**src/rtl/gsps_pkg.sv**
```systemverilog
// ----------------------------------------------------------------------------
// gsps_pkg
// Shared types and constants of the golden spiral splatter.
// ----------------------------------------------------------------------------
package gsps_pkg;
	localparam int FRAME_WIDTH_DEF = 1024;
	localparam int FRAME_HEIGHT_DEF = 768;
	localparam int POINT_BITS_DEF = 16;
	localparam int CORDIC_STEPS = 16;
	localparam logic [31:0] GOLDEN_Q32 = 32'h9E37_79B9;
	localparam logic [15:0] GAIN_Q16 = 16'd39797;
	localparam logic [7:0] ALPHA_MIN = 8'hC0;
	// CORDIC vector width: radius up to ~86 px in Q16 plus headroom
	localparam int VW = 26;
	localparam int ZW = 26;

	typedef enum logic [1:0] {
		KIND_SPLAT = 2'd0,
		KIND_CLEAR = 2'd1,
		KIND_READ  = 2'd2,
		KIND_NOP   = 2'd3
	} kind_t;

	function automatic logic [ZW-1:0] atan_q24(input int i);
		logic [ZW-1:0] a;
		unique case (i)
			0: a = 26'd2097152; 1: a = 26'd1238021; 2: a = 26'd654136;
			3: a = 26'd332050; 4: a = 26'd166669; 5: a = 26'd83416;
			6: a = 26'd41718; 7: a = 26'd20860; 8: a = 26'd10430;
			9: a = 26'd5215; 10: a = 26'd2608; 11: a = 26'd1304;
			12: a = 26'd652; 13: a = 26'd326; 14: a = 26'd163;
			default: a = 26'd81;
		endcase
		return a;
	endfunction
endpackage

```
**src/rtl/gsps_cordic.sv**
```systemverilog
// ----------------------------------------------------------------------------
// gsps_cordic
// Rotation-mode CORDIC, one iteration per register stage.
// ----------------------------------------------------------------------------
module gsps_cordic (
	input logic clk,
	input logic en,
	input logic signed [gsps_pkg::VW-1:0] x_in,
	input logic signed [gsps_pkg::ZW-1:0] z_in,
	output logic signed [gsps_pkg::VW-1:0] x_out,
	output logic signed [gsps_pkg::VW-1:0] y_out
);
	import gsps_pkg::*;
	logic signed [VW-1:0] x_s [CORDIC_STEPS+1];
	logic signed [VW-1:0] y_s [CORDIC_STEPS+1];
	logic signed [ZW-1:0] z_s [CORDIC_STEPS+1];

	always_comb begin
		x_s[0] = x_in;
		y_s[0] = '0;
		z_s[0] = z_in;
	end

	for (genvar i = 0; i < CORDIC_STEPS; i++) begin : g_it
		always_ff @(posedge clk) begin
			if (en) begin
				if (!z_s[i][ZW-1]) begin
					x_s[i+1] <= x_s[i] - (y_s[i] >>> i);
					y_s[i+1] <= y_s[i] + (x_s[i] >>> i);
					z_s[i+1] <= z_s[i] - $signed(atan_q24(i));
				end else begin
					x_s[i+1] <= x_s[i] + (y_s[i] >>> i);
					y_s[i+1] <= y_s[i] - (x_s[i] >>> i);
					z_s[i+1] <= z_s[i] + $signed(atan_q24(i));
				end
			end
		end
	end
	assign x_out = x_s[CORDIC_STEPS];
	assign y_out = y_s[CORDIC_STEPS];
endmodule

```
**config.mk**
```make
export PLATFORM = sky130hd
export DESIGN_NAME = gsps_cordic
export DESIGN_NICKNAME = d
export VERILOG_FILES = /design/src/rtl/gsps_pkg.sv /design/src/rtl/gsps_cordic.sv
export SDC_FILE = /design/constraint.sdc
export NUM_CORES = 2
export LEC_CHECK = 0
export BUFFER_PORTS_ARGS = -buffer_cell sky130_fd_sc_hd__buf_2
export CAP_MARGIN = 5
export CORE_UTILIZATION = 44
export CTS_CLUSTER_DIAMETER = 30
export CTS_CLUSTER_SIZE = 30
export DETAILED_ROUTE_END_ITERATION = 10
export MAX_ROUTING_LAYER = met4
export PLACE_DENSITY = 0.62
export SKIP_CTS_REPAIR_TIMING = 1
export SLEW_MARGIN = 20
export SYNTH_ARGS = -nofsm -noshare
export SYNTH_HDL_FRONTEND = slang
export SYNTH_SLANG_ARGS = --single-unit
```
**constraint.sdc**
```tcl
create_clock -name clk -period 6.02 [get_ports clk]
set_input_delay 0.301 -clock clk [delete_from_list [all_inputs] [get_ports clk]]
set_output_delay 0.301 -clock clk [all_outputs]
set_load 0.01 [all_outputs]
```
* Word-level counts from Yosys, hierarchy flattened
Cells that the tools add are included.
** Storage, ports and cells
- Flip-flop bits (word level) :: 1222
- Input bits :: 54
** Cells by class
- $add $sub $neg :: 91
- Mux-type cells :: 46
** Operator list (count)
- 2-to-1 mux 26 bit :: 46
- adder 26 x 11 -> 26 bit :: 2
- adder 26 x 12 -> 26 bit :: 2
- adder 26 x 13 -> 26 bit :: 2
- adder 26 x 14 -> 26 bit :: 2
- adder 26 x 15 -> 26 bit :: 2
- adder 26 x 16 -> 26 bit :: 2
- adder 26 x 17 -> 26 bit :: 2
- adder 26 x 18 -> 26 bit :: 2
- adder 26 x 19 -> 26 bit :: 2
- adder 26 x 20 -> 26 bit :: 2
- adder 26 x 21 -> 26 bit :: 2
- adder 26 x 22 -> 26 bit :: 2
- adder 26 x 23 -> 26 bit :: 2
- adder 26 x 24 -> 26 bit :: 2
- adder 26 x 25 -> 26 bit :: 2
- subtractor 26 x 11 -> 26 bit :: 2
- subtractor 26 x 12 -> 26 bit :: 2
- subtractor 26 x 13 -> 26 bit :: 2
- subtractor 26 x 14 -> 26 bit :: 2
- subtractor 26 x 15 -> 26 bit :: 2
- subtractor 26 x 16 -> 26 bit :: 2
- subtractor 26 x 17 -> 26 bit :: 2
- subtractor 26 x 18 -> 26 bit :: 2
- other kinds (38) :: 45

* Longest topological paths before layout
- Word-level depth :: 2
- Mapped depth :: 18
- Depth with buffers taken out :: 18

* Worst setup path before layout
No wires, ideal clock.
- Path kind :: reg-to-reg
- Start :: register y_s[166] in the netlist's numbering
- End :: register x_s[154] in the netlist's numbering (data pin)
- Arrival :: 4042 ps
- Setup slack :: 1713 ps
- Stages on the path, launching flop included :: 18
- Path through :: edfxtp_1 -> inv_1 -> ha_1 -> nand2b_1 -> or4_1 -> or2_2 -> nor3_1 -> a21oi_1 -> xor2_1 -> ha_1 -> o2111a_1 -> a221o_1 -> a41oi_1 -> o21ai_0 -> or4_1 -> a31oi_1 -> o21ai_0 -> xor2_1
** On the way
- Word-level cells in the longest chain between the ends :: 2
- Elaborated cells between the ends (all ways) :: 3
- Classes of those cells :: 2 x add/sub; 1 x mux
** Ends and longest elaborated chain
- start, declared :: line gsps_cordic.sv:15 : logic signed [VW-1:0] y_s [CORDIC_STEPS+1];
- start signal, assigned by index :: line gsps_cordic.sv:29 : y_s[i+1] <= y_s[i] + (x_s[i] >>> i);
- start signal, assigned by index :: line gsps_cordic.sv:33 : y_s[i+1] <= y_s[i] - (x_s[i] >>> i);
- subtractor 26 x 16 -> 26 bit or adder 26 x 16 -> 26 bit (tied branches) :: line gsps_cordic.sv:28, gsps_cordic.sv:32
- 2-to-1 mux 26 bit (*) :: line gsps_cordic.sv:27 : if (!z_s[i][ZW-1]) begin
- end signal, assigned by index :: line gsps_cordic.sv:28 : x_s[i+1] <= x_s[i] - (y_s[i] >>> i);
- end signal, assigned by index :: line gsps_cordic.sv:32 : x_s[i+1] <= x_s[i] + (y_s[i] >>> i);
- end, declared :: line gsps_cordic.sv:14 : logic signed [VW-1:0] x_s [CORDIC_STEPS+1];
Mark *: on every way between the ends. The rest lies on a longest branch, timed or not.
A chain may end at the register's enable or synchronous reset.

* Final worst setup path
- Start :: register y_s[119] in the netlist's numbering
- End :: register x_s[102] in the netlist's numbering (data pin)
** On the way
- Word-level cells in the longest chain between the ends :: 2
- Elaborated cells between the ends (all ways) :: 3
- Classes of those cells :: 2 x add/sub; 1 x mux
** Ends and longest elaborated chain (line)
- subtractor 26 x 14 -> 26 bit or adder 26 x 14 -> 26 bit (tied branches) :: gsps_cordic.sv:28, gsps_cordic.sv:32
- 2-to-1 mux 26 bit (*) :: gsps_cordic.sv:27
Marks and branches as above.

==> qor.txt <==
Die width: 476 um
Initial antenna violation count: 4
Yosys cell types: 93
Fin. Hold Viols: 0
Synth Net Count: 11435
Layout cells sized above 1: 6.92%
Status: completed
Synth Register Bits: 1196
Max-slew violation count: 0
Area growth, synth to finish: 14.6%
Synth Instances: 10223
H-tree Lvls: 5
CP bufs+invs: 0
Total CTS buffers: 303
IO Port Bufs: 105
Commonest non-fill, non-tap cells in the layout: edfxtp_1, ha_1, a21oi_1
Initial Utilization: 44.4%
Post-DRT Antenna Nets: 0
Startpoint types: flip-flop
Placeable Area: 223000 um2
MaxCap Viol Count: 0
Max_slew headroom: 24.9%
Kind of critical path: flip-flop to flip-flop
Cell Rows: 173
Clk pin slew, worst setup/hold paths: 50 ps
Slowest cell delay on critical path: 780 ps
Nets: 11742
Final period utilization: 83.1%
Fin Setup TNS: 0 ps
Critical path, cell by cell: nor4_1 > nor4b_1 > a21oi_1 > xor2_1 > ha_1 > and3_1 > o211ai_1 > a21boi_0 > o31ai_1 > a21oi_1 > o41ai_1 > o2111ai_1 > a21oi_1 > xnor2_1
Fmax: 200 MHz
Via density: 5.69
Req. time, crit path: 6660 ps
Setup Skew: 79.6 ps
Largest net degree at the start of global routing: 166
Slew @ Worst Pin: 1110 ps
Syn Area/Cell: 9.68 um2
Crit path max fanout: 7
First-pass GRT wire length: 410 mm
Hpwl dp: 204 mm
Max stage delay cell, worst path: nor4b_1
Grt ovf: 0
Vias: 78190
Pre-antenna DRT Iters: 6
# IOs: 106
YS warnings: 0
Mapped cell area: 99000 um2
Async SR Flop Fraction: 0%
Final wirelength: 260 mm
Die footprint: 227000 um2
CTS Buffer Depth: 4
EDFF count, synth: 1196
RSZ-0062 raised after global routing: no
DRC: 0
Crit. End Element: flip-flop
Clock sink count: 1196
Tot GR Track Use: 22.8%
CP arrival: 5640 ps
Most used DFF post-synth: edfxtp_1
Register area share after synthesis: 36.3%
Hold crit path type: input port to flip-flop
Root Driver: clkbuf_16
WL/cell: 18.9 um
Initial DRC count: 5323
CTS tree: yes
Worst-Skew Late Latency: 900 ps
GPL Wtd Cong: 0.917
Final setup viols: 0
Cell mode on critical path: a21oi_1
CP top delay family: compound AO/OA/AOI/OAI gates
Min Clock Period, post-route: 5000 ps
Die height: 476 um
Number of global-route vias before repair: 75698
Commonest non-fill, non-tap cell in the layout: edfxtp_1
## synthesized netlist by cell type (40+ instances only)
library cell,instances,area (um2)
buf_4,52,390
a31oi_1,109,682
or4_1,40,300
a21boi_0,49,368
or3_1,70,438
nor4_1,76,475
fa_1,44,881
mux2i_1,65,651
nand2b_1,156,976
ha_1,1114,13900
o21bai_1,102,766
a21o_1,442,3320
edfxtp_1,1196,35900
o21a_1,166,1250
nand3_1,157,786
and2_1,40,250
mux2_2,42,473
a21oi_1,1041,5210
nor2b_1,163,1020
xnor2_1,911,7980
o41ai_1,49,429
o31ai_1,68,510
nand4_1,81,507
nor2_1,915,3430
clkbuf_1,121,454
inv_1,464,1740
a211oi_1,91,683
nand2_1,502,1880
nor3_1,309,1550
o211ai_1,54,405
xor2_1,470,4120
and3_1,81,507
o21ai_0,497,2490
## registers in the layout (all words and copies together) (netlist names)
register / cells
x_out: 26
x_s: 390
y_out: 26
y_s: 389
z_s: 365
## kinds of logic (layout without fill, tap and decap cells)
kind of cell | Yosys count | count (layout) | share of synthesized area (%)
multiplexers | 107 | 107 | 1.14
adder cells (fa/ha/maj) | 1158 | 1158 | 15.0
flip-flops | 1196 | 1196 | 36.3
AND/OR/NAND/NOR | 2751 | 2751 | 13.7
other | 0 | 5 | 0
XOR/XNOR | 1383 | 1383 | 12.3
buffers and inverters | 670 | 1203 | 2.74
AO/OA/AOI/OAI | 2958 | 2958 | 18.9
## stage by stage
step                worst slack, ps  instances  hold WS [ps]  utilization (%)  cell area (um2)
floorplan                      1710      10223           400                -            99000
global placement               1120      13146           405             46.1           103000
detailed placement              940      13146           405             46.1           103000
CTS                             899      13677          -513             50.6           113000
global route                    481      13736          22.2             50.9           113000
finish                         1020      13736          1.05             50.9           113000
## layer usage
metal | track usage (%) | wire [um] | vias to the layer above
met5 | - | 0 | -
met3 | 2.71 | 10200 | 476
met1 | 28.4 | 117000 | 37209
li1 | - | - | 38724
met2 | 38.5 | 125000 | 1781
met4 | 7.20 | 7800 | 0
## cell type report
class	count	area (um2)
Antenna cell	5	12.5
Multi-Input combinational cell	8357	60300
Clock buffer	342	7860
Sequential cell	1196	35900
Timing Repair Buffer	207	1570
Inverter	465	1750
Tap cell	2975	3720
Clock inverter	189	2270
Fill cell	20266	110000
## path summary, 6_finish.rpt
kind             from  endpoint  slack, ps  cells past startpoint
max          y_s[119]  x_s[102]       1020                     14
max reg2reg  y_s[119]  x_s[102]       1020                     14
min                en  y_s[280]          1                      1
min reg2reg   z_s[78]   z_s[52]        400                      0
Power is not shown: default switching activity piles up to over one toggle a cycle in this logic, so the estimate is an artifact.
