### src/rtl/gsps_pkg.sv
// ----------------------------------------------------------------------------
// gsps_pkg
// Shared types and constants of the golden spiral splatter.
// ----------------------------------------------------------------------------
package gsps_pkg;
	localparam int FRAME_WIDTH_DEF = 1024;
	localparam int FRAME_HEIGHT_DEF = 768;
	localparam int POINT_BITS_DEF = 16;
	localparam int CORDIC_STEPS = 16;
	localparam logic [31:0] GOLDEN_Q32 = 32'h9E37_79B9;
	localparam logic [15:0] GAIN_Q16 = 16'd39797;
	localparam logic [7:0] ALPHA_MIN = 8'hC0;
	// CORDIC vector width: radius up to ~86 px in Q16 plus headroom
	localparam int VW = 26;
	localparam int ZW = 26;

	typedef enum logic [1:0] {
		KIND_SPLAT = 2'd0,
		KIND_CLEAR = 2'd1,
		KIND_READ  = 2'd2,
		KIND_NOP   = 2'd3
	} kind_t;

	function automatic logic [ZW-1:0] atan_q24(input int i);
		logic [ZW-1:0] a;
		unique case (i)
			0: a = 26'd2097152; 1: a = 26'd1238021; 2: a = 26'd654136;
			3: a = 26'd332050; 4: a = 26'd166669; 5: a = 26'd83416;
			6: a = 26'd41718; 7: a = 26'd20860; 8: a = 26'd10430;
			9: a = 26'd5215; 10: a = 26'd2608; 11: a = 26'd1304;
			12: a = 26'd652; 13: a = 26'd326; 14: a = 26'd163;
			default: a = 26'd81;
		endcase
		return a;
	endfunction
endpackage

### src/rtl/gsps_sqrt.sv
// ----------------------------------------------------------------------------
// gsps_sqrt
// Pipelined integer square root of m<<16, one result bit per stage.
// ----------------------------------------------------------------------------
module gsps_sqrt #(
	parameter int PB = 16
) (
	input logic clk,
	input logic en,
	input logic [PB-1:0] m,
	output logic [PB+7:0] root
);
	import gsps_pkg::*;
	localparam int RW = PB + 8;
	localparam int VWS = 2 * PB + 16;
	localparam int RMW = VWS + 2;

	logic [VWS-1:0] v_s [RW+1];
	logic [RMW-1:0] rem_s [RW+1];
	logic [RW-1:0] rt_s [RW+1];

	always_comb begin
		v_s[0] = VWS'({m, 16'd0});
		rem_s[0] = '0;
		rt_s[0] = '0;
	end

	for (genvar k = 0; k < RW; k++) begin : g_st
		logic [RMW-1:0] rem_n, trial;
		always_comb begin
			rem_n = {rem_s[k][RMW-3:0], v_s[k][VWS-1 -: 2]};
			trial = RMW'({rt_s[k], 2'b01});
		end
		always_ff @(posedge clk) begin
			if (en) begin
				v_s[k+1] <= {v_s[k][VWS-3:0], 2'b00};
				if (rem_n >= trial) begin
					rem_s[k+1] <= rem_n - trial;
					rt_s[k+1] <= {rt_s[k][RW-2:0], 1'b1};
				end else begin
					rem_s[k+1] <= rem_n;
					rt_s[k+1] <= {rt_s[k][RW-2:0], 1'b0};
				end
			end
		end
	end
	assign root = rt_s[RW];
endmodule

### config.mk
export PLATFORM = sky130hd
export DESIGN_NAME = gsps_sqrt
export DESIGN_NICKNAME = d
export VERILOG_FILES = /design/src/rtl/gsps_pkg.sv /design/src/rtl/gsps_sqrt.sv
export SDC_FILE = /design/constraint.sdc
export NUM_CORES = 2
export LEC_CHECK = 0
export BUFFER_PORTS_ARGS = -buffer_cell sky130_fd_sc_hd__buf_2
export CORE_AREA = 2 2 396 398
export CTS_BUF_LIST = sky130_fd_sc_hd__clkbuf_8
export CTS_CLUSTER_SIZE = 12
export DETAILED_ROUTE_END_ITERATION = 10
export DIE_AREA = 0 0 398 400
export PLACE_DENSITY = 0.5
export REMOVE_ABC_BUFFERS = 1
export SLEW_MARGIN = 25
export SYNTH_ARGS = -nofsm -noshare
export SYNTH_HDL_FRONTEND = slang
export SYNTH_SLANG_ARGS = --single-unit
### constraint.sdc
create_clock -name clk -period 3 [get_ports clk]
set_input_delay 0.45 -clock clk [delete_from_list [all_inputs] [get_ports clk]]
set_output_delay 0.45 -clock clk [all_outputs]
set_load 0.03 [all_outputs]
**Word-level counts from Yosys, hierarchy flattened**

Cells that the tools add are included.

- Add/subtract/negate cells: 15
- Magnitude comparators: 16
- Multiplexer cells: 31

Operators by type and width:

| cell | number |
|---|---|
| $mux 48 | 14 |
| $ge 50x10->1 | 1 |
| $ge 50x11->1 | 1 |
| $ge 50x12->1 | 1 |
| $ge 50x13->1 | 1 |
| $ge 50x14->1 | 1 |
| $ge 50x15->1 | 1 |
| $ge 50x16->1 | 1 |
| $ge 50x17->1 | 1 |
| $ge 50x3->1 | 1 |
| $ge 50x4->1 | 1 |
| $ge 50x5->1 | 1 |
| $ge 50x6->1 | 1 |
| $ge 50x7->1 | 1 |
| $ge 50x8->1 | 1 |
| $ge 50x9->1 | 1 |
| $sub 48x10->48 | 1 |
| $sub 48x11->48 | 1 |
| $sub 48x12->48 | 1 |
| $sub 48x13->48 | 1 |
| $sub 48x14->48 | 1 |
| $sub 48x15->48 | 1 |
| $sub 48x16->48 | 1 |
| $sub 48x3->48 | 1 |
| other kinds (10) | 25 |

- Flip-flop bits (word level): 995
- Input bits: 18
- Logic and storage cells: 116

**Longest topological paths before layout**

- Word-level depth: 2
- Gate-level depth with buffers: 14

**Worst setup path before layout**

No wires, ideal clock.

- Path type: reg2reg
- From: reg rt_s (netlist bit g_st[16].trial[2])
- To: reg rem_s (netlist bit g_st[17].rem_n[45]) (data pin)
- Library setup time: 271 ps
- Data arrival time: 3,030 ps
- Data required time: 2,729 ps
- Slack: -301 ps
- Stages on the path, launching flop included: 15
- Cell sequence: edfxtp_1 inv_1 ha_1 inv_1 fa_1 nor2b_1 o31a_1 o21ai_0 and3_1 clkbuf_1 or4b_2 clkbuf_1 buf_2 nor4_1 xor2_1

- Word-level cells in the longest chain between the ends: 2
- Elaborated cells between the ends (all ways): 3
- Those cells by class: 1 x add/sub; 1 x order compare; 1 x mux

Ends and longest elaborated chain:

| element | RTL line | source |
|---|---|---|
| start: declaration | gsps_sqrt.sv:20 | `logic [RW-1:0] rt_s [RW+1];` |
| start signal: indexed assignment | gsps_sqrt.sv:39 | `rt_s[k+1] <= {rt_s[k][RW-2:0], 1'b1};` |
| start signal: indexed assignment | gsps_sqrt.sv:42 | `rt_s[k+1] <= {rt_s[k][RW-2:0], 1'b0};` |
| $sub 48x10->48 or $ge 50x10->1 (tied branches) | gsps_sqrt.sv:38, gsps_sqrt.sv:37 |  |
| $mux 48 (*) | gsps_sqrt.sv:37 | `if (rem_n >= trial) begin` |
| end signal: indexed assignment | gsps_sqrt.sv:38 | `rem_s[k+1] <= rem_n - trial;` |
| end signal: indexed assignment | gsps_sqrt.sv:41 | `rem_s[k+1] <= rem_n;` |
| end: declaration | gsps_sqrt.sv:19 | `logic [RMW-1:0] rem_s [RW+1];` |

Mark *: on every way between the ends. The rest lies on a longest branch, timed or not.
A chain may end at the register's enable or synchronous reset.

**Worst setup path after layout**

- From: reg rem_s (netlist bit g_st[12].rem_n[42])
- To: reg rem_s (netlist bit g_st[13].rem_n[39]) (data pin)

- Word-level cells in the longest chain between the ends: 2

Ends and longest elaborated chain:

| element | RTL line |
|---|---|
| $ge 50x6->1 | gsps_sqrt.sv:37 |
| $mux 48 | gsps_sqrt.sv:37 |

No other way between the ends.

==> results.json <==
{
  "muxShareOfSynthArea": 0.00454,
  "drive_gt1_frac": 0.302,
  "seq_area_frac_synth": 0.619,
  "combPwrFrac": 0.150,
  "fmax_mhz": 307,
  "rsz0062_at_grt": "yes",
  "dp_hpwl_mm": 74.2,
  "status": "complete, but fails checks",
  "timing.hold.ws_ns": 0.292,
  "drc": 0,
  "syn_area_sq_um": 46300,
  "cp_slowest_cell": "or4b_4",
  "switching_share": 0.269,
  "antenna_found_initial": 1,
  "firstDrtPassIters": 5,
  "setup_viol_count_final": 177,
  "r2r_slack_ns": -0.26,
  "dieArea_sq_um": 159000,
  "synth_xor_area_frac": 0.0978,
  "leakagePower_nw": 22.8,
  "area_growth_pct": 31.4,
  "power_density_nw_per_um2": 541,
  "port_buffers": 33,
  "place_ws_ns": -0.431,
  "clk_pin_slew_ns": 0.06,
  "cts_tree": "done",
  "ys_warn_count": 0,
  "coreArea_sq_um": 155000,
  "synth_top_family_by_area": "simple AND/OR/NAND/NOR gates",
  "cap_violations": 0,
  "layout_setup_ws_ns": -0.259,
  "htree_levels": 4,
  "vias_per_cell": 4.64,
  "die_x_um": 398,
  "hp-class": "input pin to flop",
  "syn-mean-instance-area_sq_um": 12.6,
  "worstPathCellList": "or4_4, nand4b_1, buf_4, or4_4, or4b_4, buf_12, nand3_4, nor4_2, xor2_1",
  "p_seq_frac": 0.514,
  "drt_wl_total_mm": 105,
  "grtUsageTotal": 0.129,
  "cp_max_fo": 5,
  "die_h_um": 400,
  "crit_path_frequent_cell": "or4_4",
  "design_area_sq_um": 60800,
  "fin_crit_sh": 1.09,
  "crit_path_start": "g_st[12].rem_n[42]",
  "min_from": "m[9]",
  "clock-sinks": 955,
  "synth_seq_cells": 955,
  "initial_utilization": 0.298,
  "synth_top_area_share": 0.619,
  "fin_crit_ns": 3.26,
  "crit_path_end_kind": "flop",
  "grt_pass1_vias": 31700,
  "synth.most_common_cell": "edfxtp_1",
  "layout.nets": 4640,
  "synth_fa_ha_area_frac": 0.0406,
  "worstPathRequired_ns": 3.58,
  "synth_area_leaders": "edfxtp_1 62%, xor2_1 5.9%, xnor2_1 3.8%, ha_1 3.8%, nor2_1 2.3%",
  "violations": "setup timing",
  "place_congestion": 0.821,
  "grt_max_degree": 89,
  "slew_headroom": 0.432,
  "switching_power_mw": 8.85,
  "worstSetupPathType": "flop to flop",
  "synthTopCellsByCount": "955 x edfxtp_1, 314 x xor2_1, 286 x nor2_1, 203 x xnor2_1, 198 x nand2_1",
  "drt_iter0_drc": 1430,
  "pwr-share-clk": 0.337,
  "overflow": 0,
  "crit_arrival_ns": 3.84,
  "cts.path.max_buffers": 3,
  "clkLatencyLatePin_ns": 0.88,
  "worst_setup_path_start_kind": "flop",
  "ir_worst_vdd_mv": 0.331,
  "numCtsBuffers": 165,
  "internal-power_mw": 24.0,
  "synth_ff_type": "edfxtp_1",
  "ant_nets": 0,
  "max_stage_delay_ns": 0.58,
  "root_buffer": "clkbuf_8",
  "fin_skew_ns": 0.0643,
  "grt_pass1_wl_mm": 165,
  "hold_violations": 0,
  "synth_compound_area_frac": 0.0556,
  "r2r_start": "g_st[12].rem_n[42]",
  "syn_inst": 3683,
  "synthArstFlopShare": 0,
  "wire_per_inst_um": 15.8,
  "synthDistinctLibCells": 87,
  "pin_count": 42,
  "post_dp_cell_area_sq_um": 53100,
  "drv_slew": 0,
  "rows": 145,
  "vias": 30900,
  "yosys.area.top_type": "edfxtp_1",
  "worst_pin_slew_ns": 0.843,
  "synth-edff-count": 955,
  "yosys.area_share.simple": 0.158
}
-- cells in the final DEF (no fill, tap or decap), types with 17 or more instances in the layout --
cell type      instances
nand3_1               62
o21ai_0               94
clkinv_1              36
and2_1                17
nor3_1               127
nor4_2                20
clkinv_2              17
xor2_1               303
nand4_1               59
xnor2_1              187
buf_12                36
or3_1                 69
dlygate4sd3_1         17
a21oi_1               84
edfxtp_1             955
nor2_4                26
nand2b_1              37
nor4_4                50
nor4_1                81
nor3_2                38
or2_2                 56
nor2_1               239
or4_1                 54
inv_1                227
o21a_1                28
nor2_2                22
clkbuf_8             165
buf_2                 32
or4_4                 28
ha_1                 135
nand2_1              185
nor3_4                32
a21o_1                27
a21oi_2               17
buf_4                552
buf_6                 53
-- per-stage QoR --
| step | cells | utilization | total power [mW] | setup TNS [ns] |
|---|---|---|---|---|
| floorplan | 3599 | - | 19.3 | -53.44 |
| global placement | 6240 | 0.342 | 21.3 | -51.11 |
| detailed placement | 6240 | 0.342 | 21.4 | -53.69 |
| CTS | 6592 | 0.376 | 33.0 | -14.09 |
| global route | 6657 | 0.392 | 34.5 | -36.19 |
| finish | 6657 | 0.392 | 32.9 | -18.34 |
-- logic make-up after synthesis --
| group | after synthesis |
|---|---|
| muxes | 19 |
| buffers and inverters | 278 |
| DFF | 955 |
| AOI/OAI and AO/OA | 400 |
| other | 1 |
| and+or+nand+nor | 1367 |
| xor gates and xnor gates | 517 |
| adders and majority gates | 146 |
-- area by class of cell --
cell class	count	area, sq um
repair inverters	2	37.5
clock buffers	165	2270
flip-flops and latches	955	28700
well taps	2058	2570
clock inverters	123	774
inverters	186	726
diodes	2	5.00
fillers	14800	94300
repair buffers	706	6110
multi-input cells	2460	19600
-- repair_timing --
item,4_1_cts,5_1_grt
endpoints found under the setup margin,346,421
pin swaps,93,152
resized for setup,327,368
setup buffers,45,60
hold buffers,17,0
endpoints found under the hold margin,25,0
cloned,8,11
-- flip-flops by register name (all words and copies together) (netlist names) --
register,count
v_s,168
g_st.rem_n,651
root,16
g_st.trial,120
-- power by group through the flow --
stage / Combinational [mW] / Clock [mW] / Sequential (mW)
5_1_grt: 5.41 / 12.1 / 17.0
3_3_place_gp: 4.22 / 0 / 17.1
4_1_cts: 4.55 / 11.6 / 16.9
6_report: 4.92 / 11.1 / 16.9
3_5_place_dp: 4.24 / 0 / 17.1
2_1_floorplan: 2.34 / 0 / 16.9
-- worst paths after layout --
check,endpoint,cells after the start
hold / removal,v_s[1131],2
setup reg to reg,g_st[13].rem_n[39],9
setup / recovery,g_st[13].rem_n[39],9
hold reg to reg,v_s[989],0
-- critical path: cells and delay by family (launching register included) --
family | cells | cell delay [ns]
XOR/XNOR | 1 | 0.14
buffers and inverters | 2 | 0.36
flip-flops | 1 | 0.38
AND/OR/NAND/NOR | 6 | 2.12
-- metal layers --
metal	up-vias	share of wire	track usage	routed length (um)
met5	-	0	0	0
met4	0	0.028	0.0503	2910
met3	217	0.033	0.0239	3500
met2	453	0.53	0.240	56100
met1	14900	0.40	0.145	42400
li1	15300	-	-	-
Note: power is estimated with default switching activity, not from simulation.
